### src/hw/rtl/fsd_ram.sv
// Generic single-write, single-read RAM with a registered read port.
// Depends on nothing.
`default_nettype none

module fsd_ram #(
	parameter int WIDTH = 32,
	parameter int DEPTH = 6,
	localparam int AW = (DEPTH > 1) ? $clog2(DEPTH) : 1
) (
	input  wire logic                   clk,
	input  wire logic                   wr_en,
	input  wire logic [AW-1:0]          wr_addr,
	input  wire logic [WIDTH-1:0]       wr_data,
	input  wire logic [AW-1:0]          rd_addr,
	output logic      [WIDTH-1:0]       rd_data
);

	logic [WIDTH-1:0] mem_q [DEPTH];

	always_ff @(posedge clk) begin
		if (wr_en) begin
			mem_q[wr_addr] <= wr_data;
		end
		rd_data <= mem_q[rd_addr];
	end

endmodule

`default_nettype wire

### config.mk
export PLATFORM = sky130hd
export DESIGN_NAME = fsd_ram
export DESIGN_NICKNAME = d
export VERILOG_FILES = /design/src/hw/rtl/fsd_ram.sv
export SDC_FILE = /design/constraint.sdc
export NUM_CORES = 1
export LEC_CHECK = 0
export BUFFER_PORTS_ARGS = -buffer_cell sky130_fd_sc_hd__clkbuf_2
export CAP_MARGIN = 20
export CORE_MARGIN = 2
export CORE_UTILIZATION = 45
export DETAILED_ROUTE_END_ITERATION = 6
export GPL_TIMING_DRIVEN = 0
export PLACE_DENSITY = 0.74
export SYNTH_ARGS = -nofsm -noshare
export SYNTH_HDL_FRONTEND = slang
export SYNTH_SLANG_ARGS = --single-unit
### constraint.sdc
create_clock -name clk -period 4 [get_ports clk]
set_clock_uncertainty 0.1 [all_clocks]
set_input_delay 0.2 -clock clk [delete_from_list [all_inputs] [get_ports clk]]
set_output_delay 0.2 -clock clk [all_outputs]
set_load 0.02 [all_outputs]
* Yosys cells after proc, flatten, opt, wreduce, memory -nomap -nowiden
Memory sizes are Yosys's and may differ from the RTL's. A register that Yosys moved wholly into a read port is not among the register bits.
Index checks and enable logic that the tools add are counted.
** Storage, ports and cells
- Output and inout port bits :: 32
- Memories kept :: 1
- Bits of input ports :: 40
- Register bits :: 0
- Logic and storage cells :: 3
- Bits in writable memories :: 192
** Memories
- mem_q :: depth 6, bits a word 32, rd ports 1, clocked after memory_dff 1, write ports 1, line 18 : logic [WIDTH-1:0] mem_q [DEPTH];
** Operators by class
- Multiplexer cells :: 2
** Operators by type and width (number)
- 1-bit two-way mux :: 2

* Depth between registers and ports, before layout
- Depth in word-level cells :: 2
- Gate-level depth with buffers :: 6
- Gate-level depth less buffers :: 3

* Worst setup path before layout
Ideal clock, no wire load.
- Kind :: input to register
- From :: input wr_addr[0]
- To :: memory mem_q[0][0], enable pin
- Setup slack :: 0.871 ns
- Data required time :: 3.439 ns
- Path buffers :: 0
- Stages on the path :: 2
- Data arrival time :: 2.568 ns
- Library setup time :: 0.461 ns
- Cell sequence :: nand2b_1 -> nor3_1
** RTL lines
- start, declared :: line 12 : input wire logic [AW-1:0] wr_addr,
- end, declared :: line 18
No word-level cell before the write port.

==> summary.txt <==
Critical path
  – Worst path most repeated cell: buf_2
  – Crit-path cells: dlygate4sd3_1 -> buf_2 -> nor2b_1 -> clkbuf_1 -> buf_2 -> a22o_1 -> a21oi_2
  – Crit start category: primary input
  – Critical Path AT: 1.82 ns
  – Max incr delay on CP: 0.53 ns
  – Worst Setup Path Type: in -> reg
  – Worst reg2reg path depth: 3
  – Max stage delay cell, worst path: dlygate4sd3_1
  – Critical path capture point type: register
  – FF-to-FF End: rd_data[5]
  – Req. time, crit path: 4.26 ns
  – Worst path bufs/invs: 4
  – R2R Setup Slk: 2.97 ns
  – Critical path's top delay family: buffers and inverters
  – Max FO, Critical Path: 10
  – Crit Reg-Reg Startpoint: mem_q[1][5]

CTS
  – TritonCTS clock tree: built
  – Setup Buffers After CTS: 0
  – H-tree lvl count: 1
  – Worst-path clk slew: 0.06 ns
  – Skew-Pair Late Insertion Delay: 0.50 ns
  – Max clock buf depth: 3
  – Total clock buffers created by CTS: 23
  – Root Driver: clkbuf_16
  – CTS sink cnt: 224

Synthesis
  – Post-Syn Nets: 458
  – Sequential fraction of the synthesis area: 79.49%
  – Synth top area share: 71.54%
  – Cells after Synth: 418
  – Area contributors post-synth: edfxtp_1 72%, mux2i_1 12%, dfxtp_1 7.9%
  – Ys async rst share: 0%
  – Main flop type after synthesis: edfxtp_1
  – Synth warn: 0
  – #FFs+latches synth: 224
  – Number of synthesized flops with an enable pin: 192
  – Cell type with the largest total area after synthesis: edfxtp_1
  – Count leader, synth: edfxtp_1
  – Yosys cell types: 17
  – Cell Area, Synth: 8059 µm²
  – Syn_area_per_cell: 19.28 µm²
  – Most frequent cells after synthesis: 192 x edfxtp_1, 96 x mux2i_1, 32 x a22o_1, 32 x dfxtp_1, 24 x a21oi_1

STA
  – Final worst slack: 2.438 ns
  – Final hold vios: 0
  – Min Tclk post-route: 1.562 ns
  – Slew @ Worst Pin: 0.8281 ns
  – Slew Limit Fails: 0
  – Fin Hold WS: 0.01475 ns
  – Slew HR: 44.79%
  – Crit share post-route: 39.06%
  – Fmax achieved: 0.6400 GHz
  – RSZ-0062 raised after global routing: false
  – Final-report setup violation count: 0

Global route
  – Largest net degree at the start of global routing: 26
  – GRT Overall Usage: 17.21%
  – Vias in the first global route: 4390
  – GR peak layer: met2
  – Met3 Resource Use GR: 3.017%
  – Initial antenna violation count: 0
  – M1 GR Usage: 21.64%
  – First-pass GRT wire length: 24180 µm
  – Met2 GRT Util: 30.43%
  – Grt ovf: 0

Hold path
  – Hold Path Sink: mem_q[1][19]
  – Hold depth: 2
  – Worst Hold Class: in -> reg
  – Hold Path Origin: wr_addr[2]

Finish
  – Final nets: 597
  – Share of cells above drive strength 1: 25.13%
  – Fill count: 1359
  – Synth-to-Final Area Change: 23.38%
  – Antenna Cells: 0
  – Area of the multi-input gates: 1529 µm²
  – Cell area after layout: 9943 µm²
  – Register Area: 6406 µm²
  – Layout Cells excl Fill: 798

Route
  – Via Count: 4217
  – Routed WL per cell: 19.66 µm
  – Antenna viol nets, final: 0
  – Post-DR vias/cell: 5.284
  – Residual DRC: 0
  – Total iterations of the first detailed-routing run: 5
  – Detailed Route Iter0 Violations: 341
  – Routed WL: 15690 µm

Pwr
  – Total chip power: 5.003 mW
  – Worst VDD drop: 0.0005056 V
  – Leakage Power: 3.724 nW
  – Pwr dens: 503.1 nW/µm²

Floorplanning
  – Die area: 19000 µm²
  – Core Region: 17420 µm²
  – Die H: 137.8 µm
  – Die Wd: 137.8 µm
  – Total I/O pin count: 72
  – Initial Util: 46.27%
  – Row cnt: 48

Placed design
  – Inst Count DP: 724
  – Dpl hpwl: 9675 µm
  – I/O Buffers: 69
  – Placed cell area: 8904 µm²
  – Routability congestion estimate: 0.7222
  – Post-Place Worst Slack: 2.004 ns

Run
  – Max Cap Viol: 0

Status
  – Status: finished, final reports clean
==> registers in the layout (all words and copies together) (netlist names) <==
register  count
mem_q       192
rd_data      32
==> where the power goes <==
part	internal (mW)	total, mW	switching [mW]
logic	0.140	0.339	0.199
clock network	1.18	2.01	0.824
registers	2.63	2.66	0.0240
==> routing by layer <==
metal  vias to the layer above  routed length (µm)
met4                         0                 365
met5                         -                   0
met3                        29                 885
met2                       131                8055
li1                       1934                   -
met1                      2123                6378
==> cell usage in the layout (no fill, tap or decap), types with 2 or more instances in the layout <==
cell type,instances
edfxtp_1,192
mux2i_1,96
clkbuf_2,69
dlygate4sd3_1,33
a22o_1,32
dfxtp_1,32
a21oi_1,24
clkbuf_16,23
buf_6,11
clkbuf_1,9
a21oi_2,8
buf_2,7
buf_4,6
clkinv_1,5
buf_12,4
nor2_4,4
clkinv_2,4
nand2b_1,3
nor3_2,2
bufinv_16,2
==> timing repair <==
item,4_1_cts,5_1_grt
endpoints found under the hold margin,194,0
endpoints found under the setup margin,0,0
hold buffers,33,0
gates resized for setup,0,0
==> worst register-to-register path: stages, from the launching register on <==
cell	delay [ns]
edfxtp_1	0.36
mux2i_1	0.21
a22o_1	0.17
a21oi_1	0.04
==> worst max path at each step <==
stage               cells after the start        from           end  slack, ns
finish                                  7  rd_addr[2]   rd_data[26]       2.44
global route                            6  rd_addr[2]   rd_data[22]       2.33
CTS                                     7  rd_addr[2]   rd_data[24]       2.43
detailed placement                      6  wr_addr[0]  mem_q[0][23]       2.00
global placement                        3  wr_addr[0]  mem_q[0][23]      -1.07
floorplan                               2  wr_addr[0]   mem_q[0][0]       0.87
==> per-stage QoR <==
| stage | util (%) | setup TNS (ns) |
|---|---|---|
| floorplan | - | 0 |
| global placement | 49.87 | -64.43 |
| detailed placement | 51.12 | 0 |
| CTS | 57.09 | 0 |
| global route | 57.09 | 0 |
| finish | 57.09 | 0 |
==> final cells by class <==
cell class,instances,share of cell area [%]
Buffer,22,1.648
Multi-Input combinational cell,172,15.38
Clock buffer,28,5.977
Timing Repair Buffer,114,8.582
Sequential cell,224,64.43
Clock inverter,13,1.158
Tap cell,225,2.831
==> kinds of logic after synthesis <==
group	synth area share, %
AO/OA/AOI/OAI	5.838
buffers and inverters	2.034
flip-flops	79.49
multiplexers	11.92
AND/OR/NAND/NOR	0.7142
(Power assumes the default switching activity.)
