--- src/hw/rtl/fsd_pkg.sv ---
// Shared types and constants of the force/torque decoupling block.
// Used by every module under hw/rtl except fsd_ram; depends on nothing.
`default_nettype none

package fsd_pkg;

	localparam int AXES         = 6;   // wrench components
	localparam int COUNT_FIELDS = 6;   // gauge count ports on the input word
	localparam int INDEX_W      = 6;
	localparam int VALUE_W      = 32;
	localparam int COUNT_IN_W   = 16;
	localparam int OUT_W        = 32;
	localparam int FRAC_DROP    = 16;  // Q.24 products down to Q24.8
	localparam int GUARD_W      = 3;   // growth for up to eight summed products

	localparam int CHANNELS_DEF   = 6;
	localparam int COUNT_BITS_DEF = 16;

	typedef enum logic [1:0] {
		FUNC_LOAD    = 2'd0,
		FUNC_TARE    = 2'd1,
		FUNC_MEASURE = 2'd2,
		FUNC_NOP     = 2'd3
	} func_t;

	// Accumulate-stage control broadcast to every axis lane.
	typedef struct packed {
		logic vld;
		logic first;
		logic last;
	} lane_ctl_t;

endpackage

`default_nettype wire

--- src/hw/rtl/fsd_ram.sv ---
// Generic single-write, single-read RAM with a registered read port.
// Depends on nothing.
`default_nettype none

module fsd_ram #(
	parameter int WIDTH = 32,
	parameter int DEPTH = 6,
	localparam int AW = (DEPTH > 1) ? $clog2(DEPTH) : 1
) (
	input  wire logic                   clk,
	input  wire logic                   wr_en,
	input  wire logic [AW-1:0]          wr_addr,
	input  wire logic [WIDTH-1:0]       wr_data,
	input  wire logic [AW-1:0]          rd_addr,
	output logic      [WIDTH-1:0]       rd_data
);

	logic [WIDTH-1:0] mem_q [DEPTH];

	always_ff @(posedge clk) begin
		if (wr_en) begin
			mem_q[wr_addr] <= wr_data;
		end
		rd_data <= mem_q[rd_addr];
	end

endmodule

`default_nettype wire

--- src/hw/rtl/fsd_lane.sv ---
// One axis lane: its row of coefficients, a multiplier and an accumulator.
// Depends on fsd_pkg and fsd_ram.
`default_nettype none

module fsd_lane #(
	parameter int CHANNELS   = fsd_pkg::CHANNELS_DEF,
	parameter int COUNT_BITS = fsd_pkg::COUNT_BITS_DEF,
	parameter int LANE       = 0,
	localparam int CH_W      = (CHANNELS > 1) ? $clog2(CHANNELS) : 1,
	localparam int W_W       = COUNT_BITS + 1 + fsd_pkg::VALUE_W + fsd_pkg::GUARD_W
		- fsd_pkg::FRAC_DROP
) (
	input  wire logic                                   clk,
	input  wire logic                                   wr_en,
	input  wire logic [fsd_pkg::INDEX_W-1:0]            wr_index,
	input  wire logic [fsd_pkg::VALUE_W-1:0]            wr_value,
	input  wire logic [CH_W-1:0]                        rd_addr,
	input  wire logic signed [COUNT_BITS:0]             diff_s2,
	input  wire fsd_pkg::lane_ctl_t                     ctl_s3,
	output logic signed [W_W-1:0]                       w_s4
);

	localparam int PROD_W = COUNT_BITS + 1 + fsd_pkg::VALUE_W;
	localparam int ACC_W  = PROD_W + fsd_pkg::GUARD_W;
	localparam int BASE   = LANE * CHANNELS;
	localparam logic signed [ACC_W-1:0] ROUND = ACC_W'(1) << (fsd_pkg::FRAC_DROP - 1);

	logic                              hit;
	logic [fsd_pkg::INDEX_W-1:0]       offset;
	logic [fsd_pkg::VALUE_W-1:0]       coef_rd;
	logic signed [fsd_pkg::VALUE_W-1:0] coef_s2;
	logic signed [PROD_W-1:0]          prod_c;
	logic signed [PROD_W-1:0]          prod_s3;
	logic signed [ACC_W-1:0]           acc_q;
	logic signed [ACC_W-1:0]           base;
	logic signed [ACC_W-1:0]           sum;

	assign hit = wr_en
		&& (wr_index >= fsd_pkg::INDEX_W'(BASE))
		&& (wr_index < fsd_pkg::INDEX_W'(BASE + CHANNELS));
	assign offset = wr_index - fsd_pkg::INDEX_W'(BASE);

	fsd_ram #(
		.WIDTH(fsd_pkg::VALUE_W),
		.DEPTH(CHANNELS)
	) u_coef_ram (
		.clk    (clk),
		.wr_en  (hit),
		.wr_addr(offset[CH_W-1:0]),
		.wr_data(wr_value),
		.rd_addr(rd_addr),
		.rd_data(coef_rd)
	);

	assign prod_c = diff_s2 * coef_s2;

	// The rounding half is folded in with the first product of each word.
	assign base = ctl_s3.first ? ROUND : acc_q;
	assign sum  = base + ACC_W'(prod_s3);

	always_ff @(posedge clk) begin
		coef_s2 <= coef_rd;
		prod_s3 <= prod_c;
		if (ctl_s3.vld) begin
			acc_q <= sum;
		end
		if (ctl_s3.vld && ctl_s3.last) begin
			w_s4 <= sum[ACC_W-1:fsd_pkg::FRAC_DROP];
		end
	end

endmodule

`default_nettype wire

--- config.mk ---
export PLATFORM = sky130hd
export DESIGN_NAME = fsd_lane
export DESIGN_NICKNAME = d
export VERILOG_FILES = /design/src/hw/rtl/fsd_pkg.sv /design/src/hw/rtl/fsd_ram.sv /design/src/hw/rtl/fsd_lane.sv
export SDC_FILE = /design/constraint.sdc
export NUM_CORES = 2
export LEC_CHECK = 0
export ABC_AREA = 1
export BUFFER_PORTS_ARGS = -buffer_cell sky130_fd_sc_hd__buf_4
export CAP_MARGIN = 20
export CELL_PAD_IN_SITES_DETAIL_PLACEMENT = 0
export CELL_PAD_IN_SITES_GLOBAL_PLACEMENT = 2
export CORE_MARGIN = 2
export CORE_UTILIZATION = 40
export DETAILED_ROUTE_END_ITERATION = 12
export PLACE_DENSITY_LB_ADDON = 0.1
export SYNTH_ARGS = -nofsm -noshare
export SYNTH_HDL_FRONTEND = slang
export SYNTH_SLANG_ARGS = --single-unit
--- constraint.sdc ---
create_clock -name clk -period 6.9 [get_ports clk]
set_input_delay 0.69 -clock clk [delete_from_list [all_inputs] [get_ports clk]]
set_output_delay 0.69 -clock clk [all_outputs]
set_load 0.05 [all_outputs]
Word-level counts from Yosys, hierarchy flattened
Memories as Yosys holds them, arrays and structs flattened. A register that Yosys moved wholly into a read port is not among the register bits.
Index checks and enable logic that the tools add are counted.
{ "totals": {"mem_bits_rw": 192, "input_bits": 63, "output_inout_bits": 36, "ff_bits": 169, "n_memories": 1, "elab_cells": 15} }
{ "classes": {"n_mux": 3, "mul": 1, "reduce_logical": 3, "n_addsub": 1, "n_lt_le_gt_ge": 2} }
{ "mem_list": {"columns": ["name", "depth", "word_bits", "read_ports", "rd_ports_with_merged_regs", "wr", "line_no", "text"], "rows": [
  ["u_coef_ram.mem_q", 6, 32, 1, 1, 1, "fsd_ram.sv:18", "logic [WIDTH-1:0] mem_q [DEPTH];"]
]} }
{ "ops": {"columns": ["op", "count"], "rows": [
  ["adder 52 x 49 -> 52 bit", 1],
  ["2-to-1 mux 52 bit", 1],
  ["multiplier 17 x 32 -> 49 bit", 1],
  ["greater-or-equal comparator 6 x 1 -> 1 bit, second input constant", 1],
  ["< comparator 6 x 3 -> 1 bit, second input constant", 1],
  ["logical AND 1 bit", 3],
  ["2-to-1 mux 1 bit", 2]
]} }

Longest topological paths before layout
{ "depth": {"ltp_word": 5, "depth_mapped": 29, "ltp_nobuf": 27} }

Hierarchy
A second synthesis with hierarchy kept.
{ "unflattened": {"cells_unflattened": 4692, "hier_area_um2": 37982.7} }
{ "modules_own_cells": {"columns": ["module", "instances", "cells_each", "area_each_um2", "seq_area_each_um2"], "rows": [
  ["fsd_lane", 1, 4065, 29823.6, 4264.1],
  ["fsd_ram", 1, 627, 8159.1, 6406.1]
]} }

Worst setup path before layout
No wires, ideal clock.
{ "synth_timing": {"kind": "input -> register", "start": "in diff_s2[7]", "end": "reg prod_s3[45]", "arrival_time_ps": 5398, "slack_ps": 1390, "setup_ps": 113, "n_path_buf": 1, "required_time_ps": 6787, "stages": 21, "path_cell_list": "clkbuf_1 -> nand2_1 -> inv_1 -> fa_1 -> fa_1 -> inv_1 -> fa_1 -> fa_1 -> fa_1 -> fa_1 -> inv_1 -> ha_1 -> nand2_1 -> inv_1 -> nand2_1 -> nor3_1 -> nand2_1 -> nor2_1 -> nand2_1 -> nand4_1 -> nand2_1"} }
{ "synth_via": {"elab_chain_cells": 1} }
{ "synth_rtl": {"columns": ["item", "line_no", "text"], "rows": [
  ["from (decl)", "fsd_lane.sv:18", "input wire logic signed [COUNT_BITS:0] diff_s2,"],
  ["multiplier 17 x 32 -> 49 bit", "fsd_lane.sv:55", "assign prod_c = diff_s2 * coef_s2;"],
  ["net prod_c[45]", "fsd_lane.sv:32", "logic signed [PROD_W-1:0] prod_c;"],
  ["to (signal assigned)", "fsd_lane.sv:63", "prod_s3 <= prod_c;"],
  ["to (decl)", "fsd_lane.sv:33", "logic signed [PROD_W-1:0] prod_s3;"]
]} }
The timed path passes the listed nets, and every way through them passes these cells.
A chain may end at the register's enable or synchronous reset.

Worst setup path after layout
{ "layout_timing": {"start": "reg coef_s2[31] (netlist bit)", "end": "reg prod_s3[43]"} }
{ "layout_via": {"elab_chain_cells": 1} }
{ "layout_rtl": {"columns": ["item", "line_no", "text"], "rows": [
  ["from (decl)", "fsd_lane.sv:31", "logic signed [fsd_pkg::VALUE_W-1:0] coef_s2;"],
  ["from (signal assigned)", "fsd_lane.sv:62", "coef_s2 <= coef_rd;"],
  ["multiplier 17 x 32 -> 49 bit", "fsd_lane.sv:55", null],
  ["net prod_c[43]", "fsd_lane.sv:32", null]
]} }
The timed path passes the listed nets, and every way through them passes these cells.

==> metrics.csv <==
metric;value;unit
Rel. slew slack;0.2988;
Syn. warnings;0;
CP arrival;6.91;ns
Max Root-Sink Buffers;3;
PortBufs;98;
Residual DRC;0;
cell area after synthesis;37740;um^2
Setup crit start;coef_s2[31];
Critical Path RT;7.42;ns
count of final setup violators;0;
antenna viol nets, final;0;
Register-to-Register Path Depth;18;
vias in the first global route;29170;
Vias;27570;
Rows;112;
crit-path max FO;17;
Worst Max-Slew Pin Slew;1.052;ns
Clock transition at path regs;0.07;ns
Final Hold Viols;0;
largest net degree at the start of global routing;97;
Mapped Cells;4589;
Setup crit end kind;register;
Post-CTS Setup Inserts;0;
Layout area overhead;9.654;%
core box area;93470;um^2
commonest non-fill, non-tap cells in the layout;nand2_1 (1363), inv_1 (1194), fa_1 (522);
# IOs;99;
R2R Path Start;coef_s2[31];
cts hold-fix bufs;0;
nets@finish;5393;
total length of routed wires;106200;um
detailed placer's ending HPWL;86900;um
Tmin final;6.395;ns
antenna diode count;0;
HP Class;input port to register;
RSZ-0062 raised after global routing;false;
FF-to-FF setup slack;0.51;ns
Async SR Flop Fraction;0;
Syn Nets;5340;
CTS Buf Count;46;
kind of critical path;register to register;
# clock sinks;393;
initial antenna violation count;5;
Avg Inst Size Synth;8.224;um^2
Starting Density;0.4038;
Synth Flop Type;edfxtp_1;
clock latency on the worst-skew pair;0.65;ns
final period utilization;0.9268;
die area;96820;um^2
Die Ht;311.2;um
first-pass GRT wire length;169500;um
Worst Skew;0.04516;ns
placer congestion estimate;0.8895;
remaining global-route overflow;0;
fillcell total;9587;
GR Util All Layers;0.2275;
CTS tree;yes;
top post-synthesis cells by area;fa_1 (28%), edfxtp_1 (22%), nand2_1 (14%), inv_1 (12%), dfxtp_1 (6.0%);
Highest Clock Rate;156.4;MHz
Root Buffer Master;clkbuf_16;
drt initial violations;1585;
Synth Register Bits;393;
Slew Viols, Final;0;
Synth top area share;0.2769;
setup TNS;0;ns
max-cap viol count;0;
Placed Cells incl. Taps;5848;
fin cells;5934;
startpoint types;register;
vias per inst;4.646;
share of layout cells above drive strength 1;0.06731;
Clock H-tree levels;2;
Avg WL per Cell;17.90;um
sequential-to-total area share from yosys stat;0.2827;
end point of the critical path;prod_s3[43];
Synth cell types;40;
most common cell after layout, fill and taps aside;nand2_1;
Post-CTS Resized;0;
final hold slack;0.2789;ns
Reg-to-Reg End;prod_s3[43];
Die W;311.2;um
cell taking the most area after synthesis;fa_1;
status;completed;
detailed-router iteration count before antenna repair;7;
number of flops mapped to enable cells by yosys;280;
-- per-stage QoR --
stage,worst slack (ns),area [um^2],utilization
6_report,0.5051,41380,0.4427
5_1_grt,0.1187,41380,0.4427
4_1_cts,0.5069,41380,0.4427
3_5_place_dp,0.2761,39980,0.4277
3_3_place_gp,0.2217,39980,0.4277
2_1_floorplan,1.390,37740,-
-- cell usage after synthesis, types with 6 or more instances --
cell type  instances
nand2_1         1363
inv_1           1194
fa_1             522
edfxtp_1         280
nor2_1           256
ha_1             166
clkbuf_1         139
a21oi_1          119
dfxtp_1          113
nand3_1           82
o21ai_0           59
xor2_1            43
a32o_1            32
nand4_1           32
o22ai_1           32
nor2_2            27
xnor2_1           21
nand2_2           16
nor3_1            13
buf_2              9
inv_2              9
or2_2              9
buf_1              8
o21bai_1           7
nand3_2            6
nor3_2             6
-- cells by family (layout without fill, tap and decap cells) --
kind of cell               after synthesis  after routing  share of synthesized area
adders and majority gates              688            688                     0.3319
AOI/OAI and AO/OA                      259            259                    0.04121
xor gates and xnor gates                64             64                    0.01485
buffers and inverters                 1359           1450                     0.1355
DFF                                    393            393                     0.2827
and+or+nand+nor                       1826           1826                     0.1938
-- routing by layer --
| metal | global-route usage | wire length (um) | up-vias |
|---|---|---|---|
| met5 | 0 | 13 | - |
| met4 | 0.04513 | 2083 | 2 |
| met3 | 0.02413 | 3661 | 114 |
| met2 | 0.3925 | 51190 | 405 |
| met1 | 0.3107 | 49270 | 13440 |
| li1 | - | - | 13610 |
-- worst min-delay path by stage --
stage | slack [ns] | cells after the start | startpoint | end
CTS | 0.24 | 1 | wr_value[19] | u_coef_ram.mem_q[1][19]
global placement | 0.31 | 0 | u_coef_ram.rd_data[11] | coef_s2[11]
detailed placement | 0.31 | 0 | u_coef_ram.rd_data[13] | coef_s2[13]
floorplan | 0.31 | 0 | u_coef_ram.rd_data[0] | coef_s2[0]
global route | 0.25 | 1 | wr_value[19] | u_coef_ram.mem_q[2][19]
finish | 0.28 | 1 | wr_value[17] | u_coef_ram.mem_q[1][17]
-- critical path, cell delays in order (launching register included) --
cell and delay (ns):
dfxtp_1 0.81, nand2_1 0.27, inv_1 0.14, fa_1 0.47, fa_1 0.80, inv_1 0.12, fa_1 0.50, fa_1 0.56
fa_1 0.43, fa_1 0.49, inv_1 0.04, ha_1 0.40, nand2_1 0.15, nor2_1 0.18, nand2_1 0.12, nor2_1 0.27
nand4_1 0.28, nand4_1 0.18, nand2_1 0.07
-- area by class of cell --
type                       count  area (um^2)  area share
sequential                   393        10670      0.2578
timing repair buffer         161         1221     0.02951
clock buffer                  57         1212     0.02930
inverter                    1203         4516      0.1091
clock inverter                29        192.7    0.004656
multi-input combinational   2837        22000      0.5317
tap                         1254         1569     0.03791
-- sequential cells by signal, summed over array words and instances, names as in the netlist --
signal / count
u_coef_ram.mem_q: 192
acc_q: 52
prod_s3: 49
w_s4: 36
coef_s2: 32
u_coef_ram.rd_data: 32
Power is not shown: default switching activity piles up to over one toggle a cycle in this logic, so the estimate is an artifact.
