**src/hw/rtl/fsd_pkg.sv**
```systemverilog
// Shared types and constants of the force/torque decoupling block.
// Used by every module under hw/rtl except fsd_ram; depends on nothing.
`default_nettype none

package fsd_pkg;

	localparam int AXES         = 6;   // wrench components
	localparam int COUNT_FIELDS = 6;   // gauge count ports on the input word
	localparam int INDEX_W      = 6;
	localparam int VALUE_W      = 32;
	localparam int COUNT_IN_W   = 16;
	localparam int OUT_W        = 32;
	localparam int FRAC_DROP    = 16;  // Q.24 products down to Q24.8
	localparam int GUARD_W      = 3;   // growth for up to eight summed products

	localparam int CHANNELS_DEF   = 6;
	localparam int COUNT_BITS_DEF = 16;

	typedef enum logic [1:0] {
		FUNC_LOAD    = 2'd0,
		FUNC_TARE    = 2'd1,
		FUNC_MEASURE = 2'd2,
		FUNC_NOP     = 2'd3
	} func_t;

	// Accumulate-stage control broadcast to every axis lane.
	typedef struct packed {
		logic vld;
		logic first;
		logic last;
	} lane_ctl_t;

endpackage

`default_nettype wire

```
**src/hw/rtl/fsd_merge.sv**
```systemverilog
// Merging stage: applies or captures the tare, saturates, and holds the output word.
// Depends on fsd_pkg.
`default_nettype none

module fsd_merge #(
	parameter int COUNT_BITS = fsd_pkg::COUNT_BITS_DEF,
	localparam int W_W = COUNT_BITS + 1 + fsd_pkg::VALUE_W + fsd_pkg::GUARD_W
		- fsd_pkg::FRAC_DROP
) (
	input  wire logic                               clk,
	input  wire logic                               arst_n,
	input  wire logic                               s4_vld,
	input  wire fsd_pkg::func_t                     s4_func,
	input  wire logic signed [W_W-1:0]              w_s4 [fsd_pkg::AXES],
	output logic                                    s4_take,
	output logic                                    out_valid,
	input  wire logic                               out_ready,
	output logic signed [fsd_pkg::OUT_W-1:0]        wrench_q [fsd_pkg::AXES],
	output logic                                    saturated
);

	localparam int DW  = (W_W + 1 > fsd_pkg::OUT_W + 1) ? W_W + 1 : fsd_pkg::OUT_W + 1;
	localparam logic signed [fsd_pkg::OUT_W-1:0] SAT_MAX = {1'b0, {(fsd_pkg::OUT_W-1){1'b1}}};
	localparam logic signed [fsd_pkg::OUT_W-1:0] SAT_MIN = {1'b1, {(fsd_pkg::OUT_W-1){1'b0}}};

	logic signed [fsd_pkg::OUT_W-1:0] tare_q [fsd_pkg::AXES];
	logic signed [DW-1:0]             diff  [fsd_pkg::AXES];
	logic signed [fsd_pkg::OUT_W-1:0] clip_val [fsd_pkg::AXES];
	logic [fsd_pkg::AXES-1:0]         clip;
	logic                             is_tare;
	logic                             has_wrench;
	logic                             out_vld_q;

	assign is_tare    = (s4_func == fsd_pkg::FUNC_TARE);
	assign has_wrench = is_tare || (s4_func == fsd_pkg::FUNC_MEASURE);
	assign s4_take    = s4_vld && (!out_vld_q || out_ready);
	assign out_valid  = out_vld_q;

	always_comb begin
		for (int a = 0; a < fsd_pkg::AXES; a++) begin
			diff[a] = DW'(w_s4[a]) - (is_tare ? DW'(0) : DW'(tare_q[a]));
			// In range when every bit above the result's sign matches it.
			clip[a] = !((&diff[a][DW-1:fsd_pkg::OUT_W-1]) || !(|diff[a][DW-1:fsd_pkg::OUT_W-1]));
			if (clip[a]) begin
				clip_val[a] = diff[a][DW-1] ? SAT_MIN : SAT_MAX;
			end else begin
				clip_val[a] = diff[a][fsd_pkg::OUT_W-1:0];
			end
		end
	end

	always_ff @(posedge clk or negedge arst_n) begin
		if (!arst_n) begin
			out_vld_q <= 1'b0;
			for (int a = 0; a < fsd_pkg::AXES; a++) begin
				tare_q[a] <= '0;
			end
		end else begin
			if (s4_take) begin
				out_vld_q <= 1'b1;
			end else if (out_ready) begin
				out_vld_q <= 1'b0;
			end
			if (s4_take && is_tare) begin
				for (int a = 0; a < fsd_pkg::AXES; a++) begin
					tare_q[a] <= clip_val[a];
				end
			end
		end
	end

	always_ff @(posedge clk) begin
		if (s4_take) begin
			for (int a = 0; a < fsd_pkg::AXES; a++) begin
				wrench_q[a] <= has_wrench ? clip_val[a] : '0;
			end
			saturated <= has_wrench && (|clip);
		end
	end

endmodule

`default_nettype wire

```
**config.mk**
```make
export PLATFORM = sky130hd
export DESIGN_NAME = fsd_merge
export DESIGN_NICKNAME = d
export VERILOG_FILES = /design/src/hw/rtl/fsd_pkg.sv /design/src/hw/rtl/fsd_merge.sv
export SDC_FILE = /design/constraint.sdc
export NUM_CORES = 1
export LEC_CHECK = 0
export ABC_AREA = 0
export BUFFER_PORTS_ARGS = -buffer_cell sky130_fd_sc_hd__buf_2
export CORE_MARGIN = 2
export CORE_UTILIZATION = 30
export DETAILED_ROUTE_END_ITERATION = 8
export HOLD_SLACK_MARGIN = 0.08
export SETUP_SLACK_MARGIN = 0.5
export SKIP_CTS_REPAIR_TIMING = 1
export SYNTH_ARGS = -nofsm -noshare
export SYNTH_HDL_FRONTEND = slang
export SYNTH_SLANG_ARGS = --single-unit
```
**constraint.sdc**
```tcl
create_clock -name clk -period 7 [get_ports clk]
set_input_delay 0.7 -clock clk [delete_from_list [all_inputs] [get_ports clk]]
set_output_delay 0.7 -clock clk [all_outputs]
set_load 0.005 [all_outputs]
```
Yosys cells after proc, flatten, opt, wreduce, memory -nomap -nowiden --
Cells that the tools add are included.
Cells by class: $add $sub $neg 6, equal/unequal tests 2, reduce and logical (&&, ||, !) cells 38, mux-type cells 20
Operators with widths (number):
- two-way mux 32 bit | 12
- two-way mux 37 bit | 6
- subtractor 36 x 37 -> 37 bit | 6
- OR reduction 6 bit | 7
- AND reduction 6 bit | 6
- logical NOT 1 bit | 13
- logical OR 1 bit | 8
- logical AND 1 bit | 3
- == test 2 x 1 -> 1 bit (second input constant) | 1
- == test 2 bit (second input constant) | 1
- two-way mux 1 bit | 2
- nonzero test 2 bit | 1
Storage, ports and cells: output and inout port bits 195, bits in registers 386, input bits 222, logic and storage cells 80

Depth between registers and ports, before layout --
word-level depth 9, gate-level depth with buffers 20, mapped depth without buffers 17

Least setup slack after synthesis --
No wires, ideal clock.
path type in2reg, from in out_ready, to reg tare_q[191] in the netlist's numbering, arrival 6.961 ns, library setup time 0.150 ns, data required time 6.850 ns, path slack -0.111 ns, path buffers 3, stages 8, cell sequence nand2b_1 -> and2_1 -> nand2_1 -> clkbuf_1 -> clkbuf_1 -> clkbuf_1 -> nand2_1 -> o21ai_0
On the way: longest elaborated chain between the ends 3
RTL lines:
- start: declaration | line fsd_merge.sv:17 | input wire logic out_ready,
- logical OR 1 bit | line fsd_merge.sv:36 | assign s4_take = s4_vld && (!out_vld_q || out_ready);
- logical AND 1 bit | line fsd_merge.sv:36
- named net s4_take | line fsd_merge.sv:15 | output logic s4_take,
- logical AND 1 bit | line fsd_merge.sv:64 | if (s4_take && is_tare) begin
- end signal: indexed assignment | line fsd_merge.sv:66 | tare_q[a] <= clip_val[a];
- end: declaration | line fsd_merge.sv:26 | logic signed [fsd_pkg::OUT_W-1:0] tare_q [fsd_pkg::AXES];
The timed path passes the listed nets, and every way through them passes these cells. A chain may end at the register's enable or synchronous reset.

Final worst setup path --
from in s4_func[1], to reg wrench_q[122] in the netlist's numbering (data pin)
On the way: longest elaborated chain between the ends 7, elaborated cells between the ends (all ways) 11, classes of those cells add/sub (1); eq/ne (2); mux (3); reduce/logical (5)
RTL lines:
- start: declaration | line fsd_merge.sv:13 | input wire fsd_pkg::func_t s4_func,
- == test 2 x 1 -> 1 bit | line fsd_merge.sv:34 | assign is_tare = (s4_func == fsd_pkg::FUNC_TARE);
- two-way mux 37 bit | line fsd_merge.sv:41 | diff[a] = DW'(w_s4[a]) - (is_tare ? DW'(0) : DW'(tare_q[a]));
- subtractor 36 x 37 -> 37 bit | line fsd_merge.sv:41
- OR reduction 6 bit | line fsd_merge.sv:43 | clip[a] = !((&diff[a][DW-1:fsd_pkg::OUT_W-1]) || !(|diff[a][DW-1:fsd_pkg::OUT_W-1]));
- logical NOT 1 bit | line fsd_merge.sv:43
- logical OR 1 bit | line fsd_merge.sv:43
- two-way mux 32 bit | line fsd_merge.sv:44 | if (clip[a]) begin
- end signal: indexed assignment | line fsd_merge.sv:75 | wrench_q[a] <= has_wrench ? clip_val[a] : '0;
- end: declaration | line fsd_merge.sv:18 | output logic signed [fsd_pkg::OUT_W-1:0] wrench_q [fsd_pkg::AXES],
Parallel ways exist; a longest one is shown, timed or not.

==> implementation parameters <==
Parameter                              Value

Outcome
  Result of the run    finished clean

Clock network
  Clock latency reported for the late side of the worst-skew pair    ~0.63 ns
  Clock H-tree levels    2
  Maximum clock path buffer count    3
  Clock-pin slew on the worst setup and hold paths    approximately 0.060 ns
  CTS tree    yes
  Number of clock sinks    just under 400
  CTS buffer count    49
  Clock root buffer    sky130_fd_sc_hd__clkbuf_16

STA
  Worst Skew    roughly 0.026 ns
  Accumulated negative setup slack    0 ns
  # setup viols final    0
  Highest clock frequency the design can meet    between 150 and 200 MHz
  Least-Margin Pin Slew    a little over 1 ns
  Pins Over Slew Limit    0
  RSZ-0062 raised after global routing    no
  Crit path time final    about 5.5 ns
  Part of the cycle the worst path needs    between 70% and 80%
  Hold Vio Cnt, Final    0
  Max-slew headroom at the worst pin    30.72%

Critical path
  Category of the worst setup path capture point    flop
  Crit-path cells    buf_2 -> inv_1 -> ha_4 -> buf_4 -> nand2b_1 -> ha_1 -> a21oi_1 -> nand2b_1 -> nand3b_1 -> nor2_1 -> o21ai_1 -> a31oi_1 -> nor2_1 -> o31ai_1 -> mux2i_4 -> buf_4 -> a21oi_1 -> nor2_1
  Element type at the critical path start    input pin
  Type of the setup path with the least slack    input pin to flop
  Required time at the endpoint of the critical path    approximately 7.5 ns
  Biggest fanout along the worst timing path    56
  CP bufs+invs    4
  Worst Reg-to-Reg Cells    16
  Slack of the worst reg-to-reg path    roughly 2 ns
  Worst path max stage delay    around 0.9 ns
  Worst Path Arrival    5.92 ns
  Most frequent cell on the critical path    sky130_fd_sc_hd__nor2_1
  Crit. path cell count    18
  Gate family responsible for the most delay along the worst path    compound AO/OA/AOI/OAI gates
  Critical Path Slowest Stage Cell    sky130_fd_sc_hd__o31ai_1

Placed design
  Post-place instance area    31720 sq um
  Cell total after placement    roughly 4700
  Routability congestion estimate from global placement    between 0.8 and 0.9
  Post-DP HPWL    69350 um
  Count of port buffers added during placement    around 420

Logic synthesis
  Sequential cell area fraction in the yosys report    a little under two fifths
  Cell area after synthesis    around 29000 sq um
  Post-Synthesis Mean Instance Area    approximately 8.9 sq um
  Number of flops mapped to enable cells by yosys    193
  Synth warnings    0
  Fraction of synthesis flops using an asynchronous set or reset pin    50.00%
  Gate count of the mapped netlist    roughly 3200
  Flip-flop and latch count after synthesis    386
  Syn nets    between 3000 and 4000
  Predominant post-synthesis flop cell    sky130_fd_sc_hd__edfxtp_1
  Number of distinct library cell variants in the gate-level netlist after synthesis    96

Power and ir drop
  IR drop worst, VDD    around 0.00023 V
  Power Dens Cells    between 300 and 400 nW/um^2
  Post-route total power    approximately 13 mW
  Leakage power    14.09 nW

Floorplan
  Full die area    approximately 98000 sq um
  Core ar.    approximately 95000 sq um
  Cell row count    roughly 110
  Die Y    about 310 um
  Boundary pin count    between 400 and 500
  Die Span X    between 300 and 400 um
  Initial standard-cell utilization of the core    a little under a third

GRT
  Residual overflow from global routing    0
  Number of antenna violations at the first check in global routing    18
  Wire length of the first global-routing pass    approximately 140000 um
  Vias in the first global route    around 25000
  Maximum number of pins on one net before global-route repair    ~210
  Overall fraction of global-route tracks in use    18.82%

Final layout
  Leading cell type in the layout, fill and taps excluded    sky130_fd_sc_hd__buf_2
  Leading cell types in the layout, fill and taps excluded    415 x sky130_fd_sc_hd__buf_2, 348 x sky130_fd_sc_hd__a21oi_1, 288 x sky130_fd_sc_hd__nand2_1
  Design area    ~33000 sq um
  Share of final-layout standard cells stronger than drive strength 1    17.52%
  Filler Cells Inserted    slightly below 10000
  Final non-filler cell total    between 4000 and 5000
  Relative area change from synthesis to final layout    17.24%
  Net count, final    between 3000 and 4000

Min path
  Hold crit path type    input pin to asynchronous set/reset pin

Drt
  Antenna-violating nets left    0
  Wire length reported by the detailed router    94140 um
  Remaining routing DRC violations    0
  First DRT Iteration DRCs    around 1500
  Mean routed wirelength per cell    between 15 and 20 um
  Vias per cell    ~5.1
  Total via count after detailed routing    around 25000
  Count of TritonRoute iterations in the first routing pass    5

Job
  MaxCap Viol Count    0
==> state kept, by name, summed over array words and instances (netlist names) <==
| register | flops |
|---|---|
| wrench_q | 192 |
| saturated | 1 |
| tare_q | 192 |
| out_valid | 1 |
==> cells in the mapped netlist, drive strengths merged (17+ instances only) <==
cell	n	share of area, %
a211oi	19	0.50
a21o	104	2.7
a21oi	348	6.1
a31oi	63	1.4
and2	24	0.53
and3	25	0.55
buf	39	0.88
clkbuf	151	2.0
dfrtp	193	17
edfxtp	193	20
ha	221	9.7
inv	51	0.67
mux2	28	1.1
mux2i	29	1.1
nand2	289	3.8
nand2b	212	4.7
nand3	58	1.0
nand4	47	1.0
nor2	284	3.7
nor2b	58	1.3
nor3	31	0.54
o211ai	17	0.46
o21a	30	0.79
o21ai	292	5.5
o21bai	33	0.92
xnor2	121	3.7
xor2	67	2.1
==> area by class of cell <==
| cell class | count | area, sq um | area share (%) |
|---|---|---|---|
| Antenna cell | 9 | 22.52 | 0.06729 |
| Clock buffer | 65 | 1346 | 4.023 |
| Clock inverter | 26 | 374.1 | 1.118 |
| Inverter | 51 | 191.4 | 0.5720 |
| Multi-Input combinational cell | 2584 | 16960 | 50.68 |
| Sequential cell | 386 | 10630 | 31.75 |
| Tap cell | 1265 | 1583 | 4.729 |
| Timing Repair Buffer | 444 | 2365 | 7.066 |
==> worst paths after layout <==
check                                             start                          end
max in group asynchronous                        arst_n      tare_q[100]$_DFFE_PN0P_
worst min register to register  tare_q[146]$_DFFE_PN0P_      tare_q[146]$_DFFE_PN0P_
worst min-delay path                             arst_n      tare_q[183]$_DFFE_PN0P_
min in group clk                                 s4_vld        out_valid$_DFFE_PN0P_
worst max-delay path                         s4_func[1]  wrench_q[122]$_SDFFCE_PN0P_
worst max register to register   tare_q[96]$_DFFE_PN0P_  wrench_q[122]$_SDFFCE_PN0P_
==> metal layers <==
metal | share of wire [%] | track usage (%) | vias up
met2 | 46 | 30.78 | 570
li1 | - | - | 12240
met4 | 2.1 | 4.840 | 14
met1 | 46 | 25.32 | 11930
met5 | 0.11 | 0 | -
met3 | 5.5 | 3.816 | 114
==> cells by family (layout without fill, tap and decap cells) <==
kind of cell | Yosys count | count (layout) | synth area share [%]
AO/OA/AOI/OAI | 1028 | 1028 | 22.53
flip-flops | 386 | 386 | 37.22
multiplexers | 57 | 57 | 2.165
XOR/XNOR | 188 | 188 | 5.768
other | 0 | 9 | 0
AND/OR/NAND/NOR | 1084 | 1084 | 18.67
buffers and inverters | 241 | 586 | 3.537
adder cells (fa/ha/maj) | 227 | 227 | 10.11
==> per-stage QoR <==
stage | worst slack [ns] | hold slack (ns) | util, %
final | 1.528 | 0.03353 | 35.38
after global routing | 1.202 | 0.09362 | 35.37
after CTS | 1.569 | 0.09095 | 35.36
after detailed placement | 0.8971 | 0.4640 | 33.54
after global placement | 0.9191 | 0.4606 | 33.54
after floorplan | 2.286 | 0.4044 | -
==> power breakdown <==
part           total, mW  internal, mW  switching (mW)
Sequential          3.46          3.13           0.327
Clock               2.77          1.68            1.09
Combinational       6.49          2.59            3.90
(Power assumes the default switching activity.)
